### src/hdl/uart_memory_debug_bridge_macros.svh
// assertion helpers for the serial debug bridge
// expects signals named clock and reset in the module that uses them
`ifndef UART_MEMORY_DEBUG_BRIDGE_MACROS_SVH
`define UART_MEMORY_DEBUG_BRIDGE_MACROS_SVH

// condition holds at every edge outside reset
`define UMDB_ASSERT_ALWAYS(name, cond, msg) \
   name: assert property (@(posedge clock) disable iff (reset) (cond)) else $error(msg);

// consequent holds in the same cycle as the antecedent
`define UMDB_ASSERT_IMPLY(name, ante, cons, msg) \
   name: assert property (@(posedge clock) disable iff (reset) (ante) |-> (cons)) \
      else $error(msg);

// consequent holds in the cycle after the antecedent
`define UMDB_ASSERT_NEXT(name, ante, cons, msg) \
   name: assert property (@(posedge clock) disable iff (reset) (ante) |=> (cons)) \
      else $error(msg);

`endif

### src/hdl/umdb_pkg.sv
// types, codes and helpers shared by the serial debug bridge
// no dependencies
package umdb_pkg;

   parameter logic [63:0] MAGIC_WORD = 64'h474f_4245_4152_5321;

   parameter logic [7:0] CHAR_A = 8'h41;
   parameter logic [7:0] CHAR_R = 8'h52;
   parameter logic [7:0] CHAR_W = 8'h57;
   parameter logic [7:0] CHAR_J = 8'h4a;
   parameter logic [7:0] CHAR_G = 8'h47;
   parameter logic [7:0] CHAR_Y = 8'h59;
   parameter logic [7:0] CHAR_N = 8'h4e;

   parameter logic [3:0] SKIP_BYTES = 4'd7;
   parameter logic [3:0] LEN_BYTES  = 4'd4;
   parameter logic [3:0] ADDR_BYTES = 4'd8;
   parameter logic [3:0] MAX_WORDS  = 4'd8;

   typedef enum logic [1:0] {
      REQ_TICK  = 2'd0,
      REQ_BYTE  = 2'd1,
      REQ_RDATA = 2'd2
   } req_kind_type;

   typedef enum logic [1:0] {
      KIND_TX    = 2'd0,
      KIND_WRITE = 2'd1,
      KIND_READ  = 2'd2,
      KIND_JUMP  = 2'd3
   } kind_type;

   typedef enum logic [2:0] {
      PH_IDLE = 3'd0,
      PH_LEN  = 3'd1,
      PH_ADDR = 3'd2,
      PH_DATA = 3'd3,
      PH_SKIP = 3'd4
   } phase_type;

   typedef enum logic [1:0] {
      CC_WRITE = 2'd0,
      CC_READ  = 2'd1,
      CC_JUMP  = 2'd2
   } cmd_type;

   typedef enum logic [1:0] {
      SIZE_BYTE = 2'd0,
      SIZE_WORD = 2'd1,
      SIZE_DWORD = 2'd2
   } size_type;

   typedef struct packed {
      kind_type    kind;
      logic [7:0]  tx;
      logic [63:0] addr;
      size_type    size;
      logic [63:0] wdata;
   } rec_type;

   // results of one input word: either up to two records, or a run of
   // transmit bytes taken from a read data word, low byte first
   typedef struct packed {
      logic [3:0]  cnt;
      logic        data_mode;
      logic [63:0] data;
      rec_type     rec0;
      rec_type     rec1;
   } burst_type;

   function automatic logic word_len(input logic [31:0] len);
      return (len == 32'd1) || (len == 32'd4) || (len == 32'd8);
   endfunction

   function automatic size_type size_code(input logic [31:0] len);
      size_type s;
      if (len == 32'd8) begin
         s = SIZE_DWORD;
      end else if (len == 32'd4) begin
         s = SIZE_WORD;
      end else begin
         s = SIZE_BYTE;
      end
      return s;
   endfunction

   function automatic rec_type mk_rec(input kind_type kind, input logic [7:0] tx,
                                      input logic [63:0] addr, input size_type size,
                                      input logic [63:0] wdata);
      rec_type r;
      r.kind  = kind;
      r.tx    = tx;
      r.addr  = addr;
      r.size  = size;
      r.wdata = wdata;
      return r;
   endfunction

   function automatic rec_type mk_tx(input logic [7:0] tx);
      return mk_rec(KIND_TX, tx, 64'd0, SIZE_BYTE, 64'd0);
   endfunction

endpackage

### src/hdl/umdb_req_if.sv
// request channel of the debug bridge: valid/ready plus one request word
// no dependencies
interface umdb_req_if;
   logic        valid;
   logic        ready;
   logic [1:0]  req_type;
   logic [7:0]  rx_byte;
   logic [63:0] read_data;

   modport source (output valid, output req_type, output rx_byte, output read_data,
                   input ready);
   modport sink (input valid, input req_type, input rx_byte, input read_data,
                 output ready);
endinterface

### src/hdl/umdb_rsp_if.sv
// result channel of the debug bridge: valid/ready plus one result word
// no dependencies
interface umdb_rsp_if;
   logic        valid;
   logic        ready;
   logic [1:0]  out_kind;
   logic [7:0]  tx_byte;
   logic [63:0] mem_addr;
   logic [1:0]  mem_size;
   logic [63:0] mem_wdata;
   logic        last;

   modport source (output valid, output out_kind, output tx_byte, output mem_addr,
                   output mem_size, output mem_wdata, output last, input ready);
   modport sink (input valid, input out_kind, input tx_byte, input mem_addr,
                 input mem_size, input mem_wdata, input last, output ready);
endinterface

### src/hdl/umdb_parser.sv
// unlock matcher and command parser; turns one request word into a burst
// depends on umdb_pkg and uart_memory_debug_bridge_macros.svh
`include "uart_memory_debug_bridge_macros.svh"

module umdb_parser (
   input  logic                 clock,
   input  logic                 reset,
   input  logic                 take,
   input  logic [1:0]           req_type,
   input  logic [7:0]           rx_byte,
   input  logic [63:0]          read_data,
   output umdb_pkg::burst_type  burst
);

   logic                 unlocked_ff, unlocked_in;
   logic [63:0]          match_ff, match_in;
   umdb_pkg::phase_type  phase_ff, phase_in;
   umdb_pkg::cmd_type    cmd_ff, cmd_in;
   logic [3:0]           hcount_ff, hcount_in;
   logic [31:0]          tlen_ff, tlen_in;
   logic [63:0]          taddr_ff, taddr_in;
   logic [63:0]          accum_ff, accum_in;
   logic [31:0]          remain_ff, remain_in;
   logic                 pending_ff, pending_in;

   logic [63:0] shift_word;
   logic [3:0]  hcount_inc;
   logic [63:0] addr_shift;
   logic [63:0] accum_shift;
   logic [31:0] remain_dec;
   logic [31:0] wr_off;
   logic [63:0] wr_addr;
   logic [31:0] rd_remain;
   logic [31:0] rd_off;
   logic [63:0] rd_addr;

   assign shift_word  = {match_ff[55:0], rx_byte};
   assign hcount_inc  = hcount_ff + 4'd1;
   assign addr_shift  = {taddr_ff[55:0], rx_byte};
   assign accum_shift = {accum_ff[55:0], rx_byte};
   assign remain_dec  = remain_ff - 32'd1;
   assign wr_off      = tlen_ff - remain_ff;
   assign wr_addr     = taddr_ff + {32'd0, wr_off};
   // byte-at-a-time read: next offset after this returned byte
   assign rd_remain   = (remain_ff != 32'd0) ? remain_dec : 32'd0;
   assign rd_off      = tlen_ff - rd_remain;
   assign rd_addr     = taddr_ff + {32'd0, rd_off};

   always_comb begin
      unlocked_in = unlocked_ff;
      match_in    = match_ff;
      phase_in    = phase_ff;
      cmd_in      = cmd_ff;
      hcount_in   = hcount_ff;
      tlen_in     = tlen_ff;
      taddr_in    = taddr_ff;
      accum_in    = accum_ff;
      remain_in   = remain_ff;
      pending_in  = pending_ff;

      burst.cnt       = 4'd0;
      burst.data_mode = 1'b0;
      burst.data      = 64'd0;
      burst.rec0      = umdb_pkg::mk_tx(8'd0);
      burst.rec1      = umdb_pkg::mk_tx(8'd0);

      if (take) begin
         if (!unlocked_ff) begin
            if (req_type == umdb_pkg::REQ_TICK) begin
               burst.rec0 = umdb_pkg::mk_tx(umdb_pkg::CHAR_A);
               burst.cnt  = 4'd1;
            end else if (req_type == umdb_pkg::REQ_BYTE) begin
               match_in   = shift_word;
               burst.rec0 = umdb_pkg::mk_tx(rx_byte);
               burst.cnt  = 4'd1;
               if (shift_word == umdb_pkg::MAGIC_WORD) begin
                  burst.rec1  = umdb_pkg::mk_tx(umdb_pkg::CHAR_Y);
                  burst.cnt   = 4'd2;
                  unlocked_in = 1'b1;
                  phase_in    = umdb_pkg::PH_IDLE;
                  hcount_in   = 4'd0;
                  pending_in  = 1'b0;
               end
            end
         end else if (req_type == umdb_pkg::REQ_BYTE && !pending_ff) begin
            case (phase_ff)
               umdb_pkg::PH_LEN: begin
                  tlen_in   = {tlen_ff[23:0], rx_byte};
                  hcount_in = hcount_inc;
                  if (hcount_inc >= umdb_pkg::LEN_BYTES) begin
                     hcount_in = 4'd0;
                     phase_in  = umdb_pkg::PH_ADDR;
                  end
               end
               umdb_pkg::PH_ADDR: begin
                  taddr_in  = addr_shift;
                  hcount_in = hcount_inc;
                  if (hcount_inc >= umdb_pkg::ADDR_BYTES) begin
                     hcount_in = 4'd0;
                     phase_in  = umdb_pkg::PH_IDLE;
                     case (cmd_ff)
                        umdb_pkg::CC_WRITE: begin
                           if (tlen_ff == 32'd0) begin
                              burst.rec0 = umdb_pkg::mk_tx(umdb_pkg::CHAR_Y);
                              burst.cnt  = 4'd1;
                           end else begin
                              accum_in  = 64'd0;
                              remain_in = tlen_ff;
                              phase_in  = umdb_pkg::PH_DATA;
                           end
                        end
                        umdb_pkg::CC_READ: begin
                           if (tlen_ff != 32'd0) begin
                              remain_in  = tlen_ff;
                              pending_in = 1'b1;
                              burst.rec0 = umdb_pkg::mk_rec(umdb_pkg::KIND_READ, 8'd0,
                                 addr_shift, umdb_pkg::size_code(tlen_ff), 64'd0);
                              burst.cnt  = 4'd1;
                           end
                        end
                        umdb_pkg::CC_JUMP: begin
                           burst.rec0 = umdb_pkg::mk_tx(umdb_pkg::CHAR_Y);
                           burst.rec1 = umdb_pkg::mk_rec(umdb_pkg::KIND_JUMP, 8'd0,
                              addr_shift, umdb_pkg::SIZE_BYTE, 64'd0);
                           burst.cnt  = 4'd2;
                        end
                        default: begin
                           // unknown command code: back to idle silently
                        end
                     endcase
                  end
               end
               umdb_pkg::PH_DATA: begin
                  remain_in = remain_dec;
                  if (umdb_pkg::word_len(tlen_ff)) begin
                     accum_in = accum_shift;
                     if (remain_dec == 32'd0) begin
                        burst.rec0 = umdb_pkg::mk_rec(umdb_pkg::KIND_WRITE, 8'd0, taddr_ff,
                           umdb_pkg::size_code(tlen_ff), accum_shift);
                        burst.rec1 = umdb_pkg::mk_tx(umdb_pkg::CHAR_Y);
                        burst.cnt  = 4'd2;
                        phase_in   = umdb_pkg::PH_IDLE;
                     end
                  end else begin
                     burst.rec0 = umdb_pkg::mk_rec(umdb_pkg::KIND_WRITE, 8'd0, wr_addr,
                        umdb_pkg::SIZE_BYTE, {56'd0, rx_byte});
                     burst.cnt  = 4'd1;
                     if (remain_dec == 32'd0) begin
                        burst.rec1 = umdb_pkg::mk_tx(umdb_pkg::CHAR_Y);
                        burst.cnt  = 4'd2;
                        phase_in   = umdb_pkg::PH_IDLE;
                     end
                  end
               end
               umdb_pkg::PH_SKIP: begin
                  hcount_in = hcount_inc;
                  if (hcount_inc >= umdb_pkg::SKIP_BYTES) begin
                     hcount_in  = 4'd0;
                     phase_in   = umdb_pkg::PH_IDLE;
                     burst.rec0 = umdb_pkg::mk_tx(umdb_pkg::CHAR_Y);
                     burst.cnt  = 4'd1;
                  end
               end
               default: begin
                  // idle, and any stray phase code, waits for a command byte
                  phase_in  = umdb_pkg::PH_IDLE;
                  hcount_in = 4'd0;
                  if (rx_byte == umdb_pkg::CHAR_W || rx_byte == umdb_pkg::CHAR_R) begin
                     cmd_in   = (rx_byte == umdb_pkg::CHAR_W) ? umdb_pkg::CC_WRITE
                                                              : umdb_pkg::CC_READ;
                     tlen_in  = 32'd0;
                     taddr_in = 64'd0;
                     phase_in = umdb_pkg::PH_LEN;
                  end else if (rx_byte == umdb_pkg::CHAR_J) begin
                     cmd_in   = umdb_pkg::CC_JUMP;
                     taddr_in = 64'd0;
                     phase_in = umdb_pkg::PH_ADDR;
                  end else if (rx_byte == umdb_pkg::CHAR_G) begin
                     phase_in = umdb_pkg::PH_SKIP;
                  end else begin
                     burst.rec0 = umdb_pkg::mk_tx(umdb_pkg::CHAR_N);
                     burst.cnt  = 4'd1;
                  end
               end
            endcase
         end else if (req_type == umdb_pkg::REQ_RDATA && pending_ff) begin
            if (umdb_pkg::word_len(tlen_ff)) begin
               burst.data_mode = 1'b1;
               burst.data      = read_data;
               burst.cnt       = tlen_ff[3:0];
               remain_in       = 32'd0;
               pending_in      = 1'b0;
            end else begin
               burst.rec0 = umdb_pkg::mk_tx(read_data[7:0]);
               burst.cnt  = 4'd1;
               remain_in  = rd_remain;
               if (rd_remain == 32'd0) begin
                  pending_in = 1'b0;
               end else begin
                  burst.rec1 = umdb_pkg::mk_rec(umdb_pkg::KIND_READ, 8'd0, rd_addr,
                     umdb_pkg::SIZE_BYTE, 64'd0);
                  burst.cnt  = 4'd2;
               end
            end
         end
      end
   end

   always_ff @(posedge clock) begin
      if (reset) begin
         unlocked_ff <= 1'b0;
         match_ff    <= 64'd0;
         phase_ff    <= umdb_pkg::PH_IDLE;
         cmd_ff      <= umdb_pkg::CC_WRITE;
         hcount_ff   <= 4'd0;
         tlen_ff     <= 32'd0;
         taddr_ff    <= 64'd0;
         accum_ff    <= 64'd0;
         remain_ff   <= 32'd0;
         pending_ff  <= 1'b0;
      end else begin
         unlocked_ff <= unlocked_in;
         match_ff    <= match_in;
         phase_ff    <= phase_in;
         cmd_ff      <= cmd_in;
         hcount_ff   <= hcount_in;
         tlen_ff     <= tlen_in;
         taddr_ff    <= taddr_in;
         accum_ff    <= accum_in;
         remain_ff   <= remain_in;
         pending_ff  <= pending_in;
      end
   end

   `UMDB_ASSERT_NEXT(a_unlock_sticks, unlocked_ff, unlocked_ff, "bridge relocked")
   `UMDB_ASSERT_IMPLY(a_pending_idle, pending_ff, phase_ff == umdb_pkg::PH_IDLE, "read pending outside idle")
   `UMDB_ASSERT_IMPLY(a_burst_len, burst.data_mode, burst.cnt == 4'd1 || burst.cnt == 4'd4 || burst.cnt == 4'd8, "bad read burst length")
   `UMDB_ASSERT_IMPLY(a_data_remain, phase_ff == umdb_pkg::PH_DATA, remain_ff != 32'd0, "data phase with nothing left")

endmodule

### src/hdl/umdb_out_seq.sv
// result register: holds one burst and hands it out one word per cycle while rsp is ready
// depends on umdb_pkg, umdb_rsp_if and uart_memory_debug_bridge_macros.svh
`include "uart_memory_debug_bridge_macros.svh"

module umdb_out_seq (
   input  logic                 clock,
   input  logic                 reset,
   input  logic                 load,
   input  umdb_pkg::burst_type  burst_in,
   output logic                 free,
   umdb_rsp_if.source           rsp
);

   logic [3:0]         cnt_ff, cnt_in;
   logic               mode_ff, mode_in;
   logic [63:0]        data_ff, data_in;
   umdb_pkg::rec_type  rec0_ff, rec0_in;
   umdb_pkg::rec_type  rec1_ff, rec1_in;
   umdb_pkg::rec_type  cur;
   logic               fire;

   assign fire = rsp.valid && rsp.ready;
   // a new burst may enter while the final word of the previous one leaves
   assign free = (cnt_ff == 4'd0) || (cnt_ff == 4'd1 && rsp.ready);

   assign cur = mode_ff ? umdb_pkg::mk_tx(data_ff[7:0]) : rec0_ff;

   assign rsp.valid     = (cnt_ff != 4'd0);
   assign rsp.out_kind  = cur.kind;
   assign rsp.tx_byte   = cur.tx;
   assign rsp.mem_addr  = cur.addr;
   assign rsp.mem_size  = cur.size;
   assign rsp.mem_wdata = cur.wdata;
   assign rsp.last      = (cnt_ff == 4'd1);

   always_comb begin
      cnt_in  = cnt_ff;
      mode_in = mode_ff;
      data_in = data_ff;
      rec0_in = rec0_ff;
      rec1_in = rec1_ff;
      if (load) begin
         cnt_in  = burst_in.cnt;
         mode_in = burst_in.data_mode;
         data_in = burst_in.data;
         rec0_in = burst_in.rec0;
         rec1_in = burst_in.rec1;
      end else if (fire) begin
         cnt_in  = cnt_ff - 4'd1;
         data_in = {8'd0, data_ff[63:8]};
         rec0_in = rec1_ff;
      end
   end

   always_ff @(posedge clock) begin
      if (reset) begin
         cnt_ff <= 4'd0;
      end else begin
         cnt_ff <= cnt_in;
      end
   end

   always_ff @(posedge clock) begin
      mode_ff <= mode_in;
      data_ff <= data_in;
      rec0_ff <= rec0_in;
      rec1_ff <= rec1_in;
   end

   `UMDB_ASSERT_ALWAYS(a_cnt_range, cnt_ff <= umdb_pkg::MAX_WORDS, "burst count out of range")
   `UMDB_ASSERT_NEXT(a_burst_continues, fire && !load && cnt_ff > 4'd1, rsp.valid, "burst cut short")
   `UMDB_ASSERT_IMPLY(a_load_free, load, free, "burst loaded over pending words")

endmodule

### src/hdl/uart_memory_debug_bridge.sv
// serial debug bridge: first result in the cycle after a word is accepted
// throughput: one request word per cycle while rsp_ch is ready and each word
// yields at most one result; a word with n results (n up to 8) holds the result
// register until all leave; the next word is taken in the cycle the last one leaves
// reset is synchronous: bridge locked, parser idle, result register empty
// depends on umdb_pkg, umdb_req_if, umdb_rsp_if, umdb_parser, umdb_out_seq
module uart_memory_debug_bridge (
   input  logic        clock,
   input  logic        reset,
   umdb_req_if.sink    req_ch,
   umdb_rsp_if.source  rsp_ch
);

   logic                 free;
   logic                 take;
   umdb_pkg::burst_type  burst;

   assign req_ch.ready = free;
   assign take         = req_ch.valid && free;

   umdb_parser u_parser (
      .clock     (clock),
      .reset     (reset),
      .take      (take),
      .req_type  (req_ch.req_type),
      .rx_byte   (req_ch.rx_byte),
      .read_data (req_ch.read_data),
      .burst     (burst)
   );

   umdb_out_seq u_out_seq (
      .clock    (clock),
      .reset    (reset),
      .load     (take),
      .burst_in (burst),
      .free     (free),
      .rsp      (rsp_ch)
   );

endmodule
### src/flat_wrapper.sv
// flat-port wrapper written by rule: the top's interface ports become plain ports
module uart_memory_debug_bridge_flat 
  (clock, reset, req_ch_valid, req_ch_req_type, req_ch_rx_byte, req_ch_read_data, req_ch_ready, rsp_ch_valid, rsp_ch_out_kind, rsp_ch_tx_byte, rsp_ch_mem_addr, rsp_ch_mem_size, rsp_ch_mem_wdata, rsp_ch_last, rsp_ch_ready);
  umdb_req_if req_ch_i ();
  umdb_rsp_if rsp_ch_i ();
  input  logic clock;
  input  logic reset;
  input wire logic [$bits(req_ch_i.valid)-1:0] req_ch_valid;
  input wire logic [$bits(req_ch_i.req_type)-1:0] req_ch_req_type;
  input wire logic [$bits(req_ch_i.rx_byte)-1:0] req_ch_rx_byte;
  input wire logic [$bits(req_ch_i.read_data)-1:0] req_ch_read_data;
  output wire logic [$bits(req_ch_i.ready)-1:0] req_ch_ready;
  output wire logic [$bits(rsp_ch_i.valid)-1:0] rsp_ch_valid;
  output wire logic [$bits(rsp_ch_i.out_kind)-1:0] rsp_ch_out_kind;
  output wire logic [$bits(rsp_ch_i.tx_byte)-1:0] rsp_ch_tx_byte;
  output wire logic [$bits(rsp_ch_i.mem_addr)-1:0] rsp_ch_mem_addr;
  output wire logic [$bits(rsp_ch_i.mem_size)-1:0] rsp_ch_mem_size;
  output wire logic [$bits(rsp_ch_i.mem_wdata)-1:0] rsp_ch_mem_wdata;
  output wire logic [$bits(rsp_ch_i.last)-1:0] rsp_ch_last;
  input wire logic [$bits(rsp_ch_i.ready)-1:0] rsp_ch_ready;
  assign req_ch_i.valid = req_ch_valid;
  assign req_ch_i.req_type = req_ch_req_type;
  assign req_ch_i.rx_byte = req_ch_rx_byte;
  assign req_ch_i.read_data = req_ch_read_data;
  assign req_ch_ready = req_ch_i.ready;
  assign rsp_ch_valid = rsp_ch_i.valid;
  assign rsp_ch_out_kind = rsp_ch_i.out_kind;
  assign rsp_ch_tx_byte = rsp_ch_i.tx_byte;
  assign rsp_ch_mem_addr = rsp_ch_i.mem_addr;
  assign rsp_ch_mem_size = rsp_ch_i.mem_size;
  assign rsp_ch_mem_wdata = rsp_ch_i.mem_wdata;
  assign rsp_ch_last = rsp_ch_i.last;
  assign rsp_ch_i.ready = rsp_ch_ready;
  uart_memory_debug_bridge u_core (.clock(clock), .reset(reset), .req_ch(req_ch_i), .rsp_ch(rsp_ch_i));
endmodule
### config.mk
export PLATFORM = sky130hd
export DESIGN_NAME = uart_memory_debug_bridge_flat
export DESIGN_NICKNAME = d
export VERILOG_FILES = /design/src/hdl/umdb_pkg.sv /design/src/hdl/umdb_req_if.sv /design/src/hdl/umdb_rsp_if.sv /design/src/hdl/umdb_parser.sv /design/src/hdl/umdb_out_seq.sv /design/src/hdl/uart_memory_debug_bridge.sv /design/src/flat_wrapper.sv
export VERILOG_INCLUDE_DIRS = /design/src /design/src/hdl
export SDC_FILE = /design/constraint.sdc
export NUM_CORES = 2
export LEC_CHECK = 0
export ABC_AREA = 1
export BUFFER_PORTS_ARGS = -buffer_cell sky130_fd_sc_hd__buf_2
export CORE_ASPECT_RATIO = 2
export CORE_UTILIZATION = 45
export DETAILED_ROUTE_END_ITERATION = 6
export GPL_TIMING_DRIVEN = 0
export PLACE_DENSITY = 0.63
export SLEW_MARGIN = 15
export SYNTH_ARGS = -nofsm -noshare
export SYNTH_HDL_FRONTEND = slang
export SYNTH_HIERARCHICAL = 1
export SYNTH_SLANG_ARGS = --single-unit
### constraint.sdc
create_clock -name clock -period 7.6 [get_ports clock]
set_input_delay 1.52 -clock clock [delete_from_list [all_inputs] [get_ports clock]]
set_output_delay 1.52 -clock clock [all_outputs]
set_load 0.005 [all_outputs]
==> impl_metrics.yaml <==
setup_path:
  critPathRequiredTime_ps: 8030
  worstSetupPathType: "register to register"
  crit_arrival_ps: 7780
  crit_fanout: 8
  worstSetupStartpointType: "register"
  cp-end-kind: "register"
global_routing:
  overflow: 0
  grt_pass1_vias: 39100
  grt_max_degree: 105
  grt_pass1_wl_um: 255000
  grt_usage_pct: 40.6
  antenna_found_initial: 14
yosys:
  synth_ff_type: "edfxtp_1"
  synthAdderAreaFrac_pct: 4.51
  synth_cell_types: 61
  muxShareOfSynthArea_pct: 0.231
  yosysSeqAreaShare_pct: 39.7
  synthesis.instances: 5556
  ys_warn_count: 6
  yosys.area_share.simple_pct: 28.1
  synth_area_um2: 39000
  synth_top_family_by_area: "simple AND/OR/NAND/NOR gates"
  synth_compound_area_share_pct: 13.7
  ys_async_sr_fraction_pct: 0
  avgSynthCellArea_um2: 7.02
  synth-edff-count: 345
  synth_xor_area_share_pct: 3.12
  ys_ff_latch: 600
floorplan:
  core.rowCount: 152
  die_area_um2: 87900
  fp.coreArea_um2: 85800
  start_util_pct: 45.5
  die_w_um: 210
  ioPinCount: 221
  dieHeight_um: 418
cells_and_area:
  final_nets: 6130
  fillers: 8935
  postLayoutCoreUtil_pct: 51.6
  drive_gt1_share_pct: 9.70
  layout_common_cells: "1566 x nand2_1, 778 x nor2_1, 675 x inv_1"
  final_common_cell: "nand2_1"
  area_delta_synth_final_pct: 13.4
  stdcell_area_um2: 44200
timing:
  tightestPinTransition_ps: 1400
  finalCritPeriodShare_pct: 96.7
  slew_violations: 0
  slew_headroom_pct: 5.85
  finalSetupViolations: 0
  fmax_mhz: 136
  skew_ps: 33.5
  hold_viol: 0
  hold_slack_ps: 470
  period_needed_ps: 7350
place:
  postPlaceCellArea_um2: 42000
  io_buffers: 220
  gp_congestion: 1.05
  hpwl_um: 142000
drt:
  firstDrtPassIters: 6
  avgRoutedWirePerCell_um: 24.9
  drc_errors: 0
  vias_per_cell: 5.55
  ant_nets: 0
  routed_wl_um: 178000
  vias: 39600
  drt_iter0_markers: 3580
power:
  p_total_uw: 11300
  power_density_nw_per_um2: 256
  leakagePower_uw: 0.0197
  ir_drop_mv: 0.312
cts:
  cts_max_level: 2
  holdBufCountCts: 0
  cts.clk_slew.worst_paths_ps: 70
  cts_sinks: 600
  cts_tree: "done"
  cts-root-buf: "clkbuf_16"
  cts_buffers: 55
  clkLatencyLatePin_ps: 690
  clockBufferDepth: 3
status:
  outcome: "complete, no violations"
min_path:
  min_path_type: "register to register"
job:
  maxCapViolCount: 0
## cell type report
| class | instances | area, um^2 | share of cell area (%) |
|---|---|---|---|
| diodes | 19 | 47.5 | 0.108 |
| plain buffers | 293 | 1550 | 3.51 |
| clock buffers | 62 | 1450 | 3.29 |
| clock inverters | 39 | 616 | 1.39 |
| inverters | 688 | 2590 | 5.86 |
| multi-input cells | 4044 | 19800 | 44.7 |
| flip-flops and latches | 600 | 15500 | 35.0 |
| well taps | 1155 | 1450 | 3.27 |
| repair buffers | 232 | 1290 | 2.92 |
## worst paths after layout
check,start,to,slack (ps),cells past startpoint
worst min register to register,u_core/u_parser/hcount_ff[3],u_core/u_parser/hcount_ff[3],470,2
worst max-delay path,u_core/u_parser/tlen_ff[2],u_core/u_out_seq/rec0_ff[124],250,26
worst min-delay path,u_core/u_parser/hcount_ff[3],u_core/u_parser/hcount_ff[3],470,2
worst max register to register,u_core/u_parser/tlen_ff[2],u_core/u_out_seq/rec0_ff[124],250,26
## routing by layer
metal,share of wire (%),wire (um),up-vias,GRT usage (%)
met5,0,0,-,0.0565
met4,13,22900,0,43.2
met3,6.8,12100,890,10.9
met2,48,86000,1977,69.6
met1,32,56500,18100,37.4
li1,-,-,18600,-
## Yosys cell counts, types with 14 or more instances
| cell type | number | area [um^2] |
|---|---|---|
| xnor2_1 | 40 | 350 |
| dfxtp_1 | 255 | 5100 |
| a31oi_1 | 23 | 144 |
| buf_4 | 78 | 586 |
| nor4_1 | 21 | 131 |
| edfxtp_1 | 345 | 10400 |
| a21oi_1 | 470 | 2350 |
| o21ai_1 | 18 | 90.1 |
| inv_1 | 677 | 2540 |
| nor2_1 | 779 | 2920 |
| o21bai_1 | 14 | 105 |
| ha_1 | 134 | 1680 |
| clkbuf_1 | 113 | 424 |
| o22ai_1 | 15 | 93.8 |
| nand4_1 | 48 | 300 |
| nor3_1 | 56 | 280 |
| buf_2 | 82 | 410 |
| o32ai_1 | 20 | 175 |
| o221ai_1 | 17 | 149 |
| o21ai_0 | 245 | 1230 |
| nand2_1 | 1567 | 5880 |
| o21a_1 | 15 | 113 |
| xor2_1 | 97 | 850 |
| a211oi_1 | 68 | 510 |
| nand3_1 | 214 | 1070 |
## registers in the layout (all words and copies together), names as in the netlist
register,count
u_core/u_parser/cmd_ff,2
u_core/u_parser/remain_ff,32
u_core/u_out_seq/data_ff,64
u_core/u_parser/phase_ff,3
u_core/u_parser/hcount_ff,4
u_core/u_parser/taddr_ff,64
u_core/u_out_seq/rec0_ff,140
u_core/u_parser/tlen_ff,32
u_core/u_parser/unlocked_ff,1
u_core/u_parser/pending_ff,1
u_core/u_parser/match_ff,56
u_core/u_parser/accum_ff,56
u_core/u_out_seq/mode_ff,1
u_core/u_out_seq/rec1_ff,140
u_core/u_out_seq/cnt_ff,4
## timing repair
action / 4_1_cts / 5_1_grt
buffers inserted: 0 / 1
hold endpoints to repair: 0 / 0
endpoints found under the setup margin: 0 / 41
resized for setup: 0 / 13
## power breakdown
| part | leakage (uW) | switching, uW | internal (uW) |
|---|---|---|---|
| Clock | 0.000984 | 1420 | 1810 |
| Combinational | 0.0133 | 2160 | 877 |
| Sequential | 0.00546 | 270 | 4760 |
| Total | 0.0197 | 3850 | 7450 |
## cell families (layout without fill, tap and decap cells)
| logic type | after synthesis | in the layout |
|---|---|---|
| other | 1 | 89 |
| AOI/OAI and AO/OA | 954 | 954 |
| adders and majority gates | 138 | 138 |
| muxes | 8 | 8 |
| DFF | 600 | 600 |
| buffers and inverters | 981 | 1314 |
| and+or+nand+nor | 2736 | 2736 |
| xor gates and xnor gates | 138 | 138 |
## worst max-delay path: stages, from the launching register on
cell      delay, ps
dfxtp_1         540
ha_1            340
a21oi_1         160
nand2_1         100
a21oi_1         290
o21ai_0         200
a21boi_0        630
inv_1            90
nand2_1          80
nand2_1          70
a21boi_0        420
o21ai_0         260
xor2_1          220
ha_1            470
nand2_1         150
nor2_1          150
nand2_1         100
nor3_1         1070
nand3_1         360
nand3_1         270
nand2_1         310
nor2_1          390
nand3_1         110
nand3_1         120
nand2_1          60
nand2_1          70
nand2_1          50
## metrics by stage
stage	setup WS, ps	instances	setup TNS [ps]
final	247	7132	0
after global routing	-2.35	7120	-2.35
after CTS	81.8	7107	0
after detailed placement	134	7006	0
after global placement	-1640	7000	-363230
after floorplan	839	5625	0
Note: power is estimated with default switching activity, not from simulation.
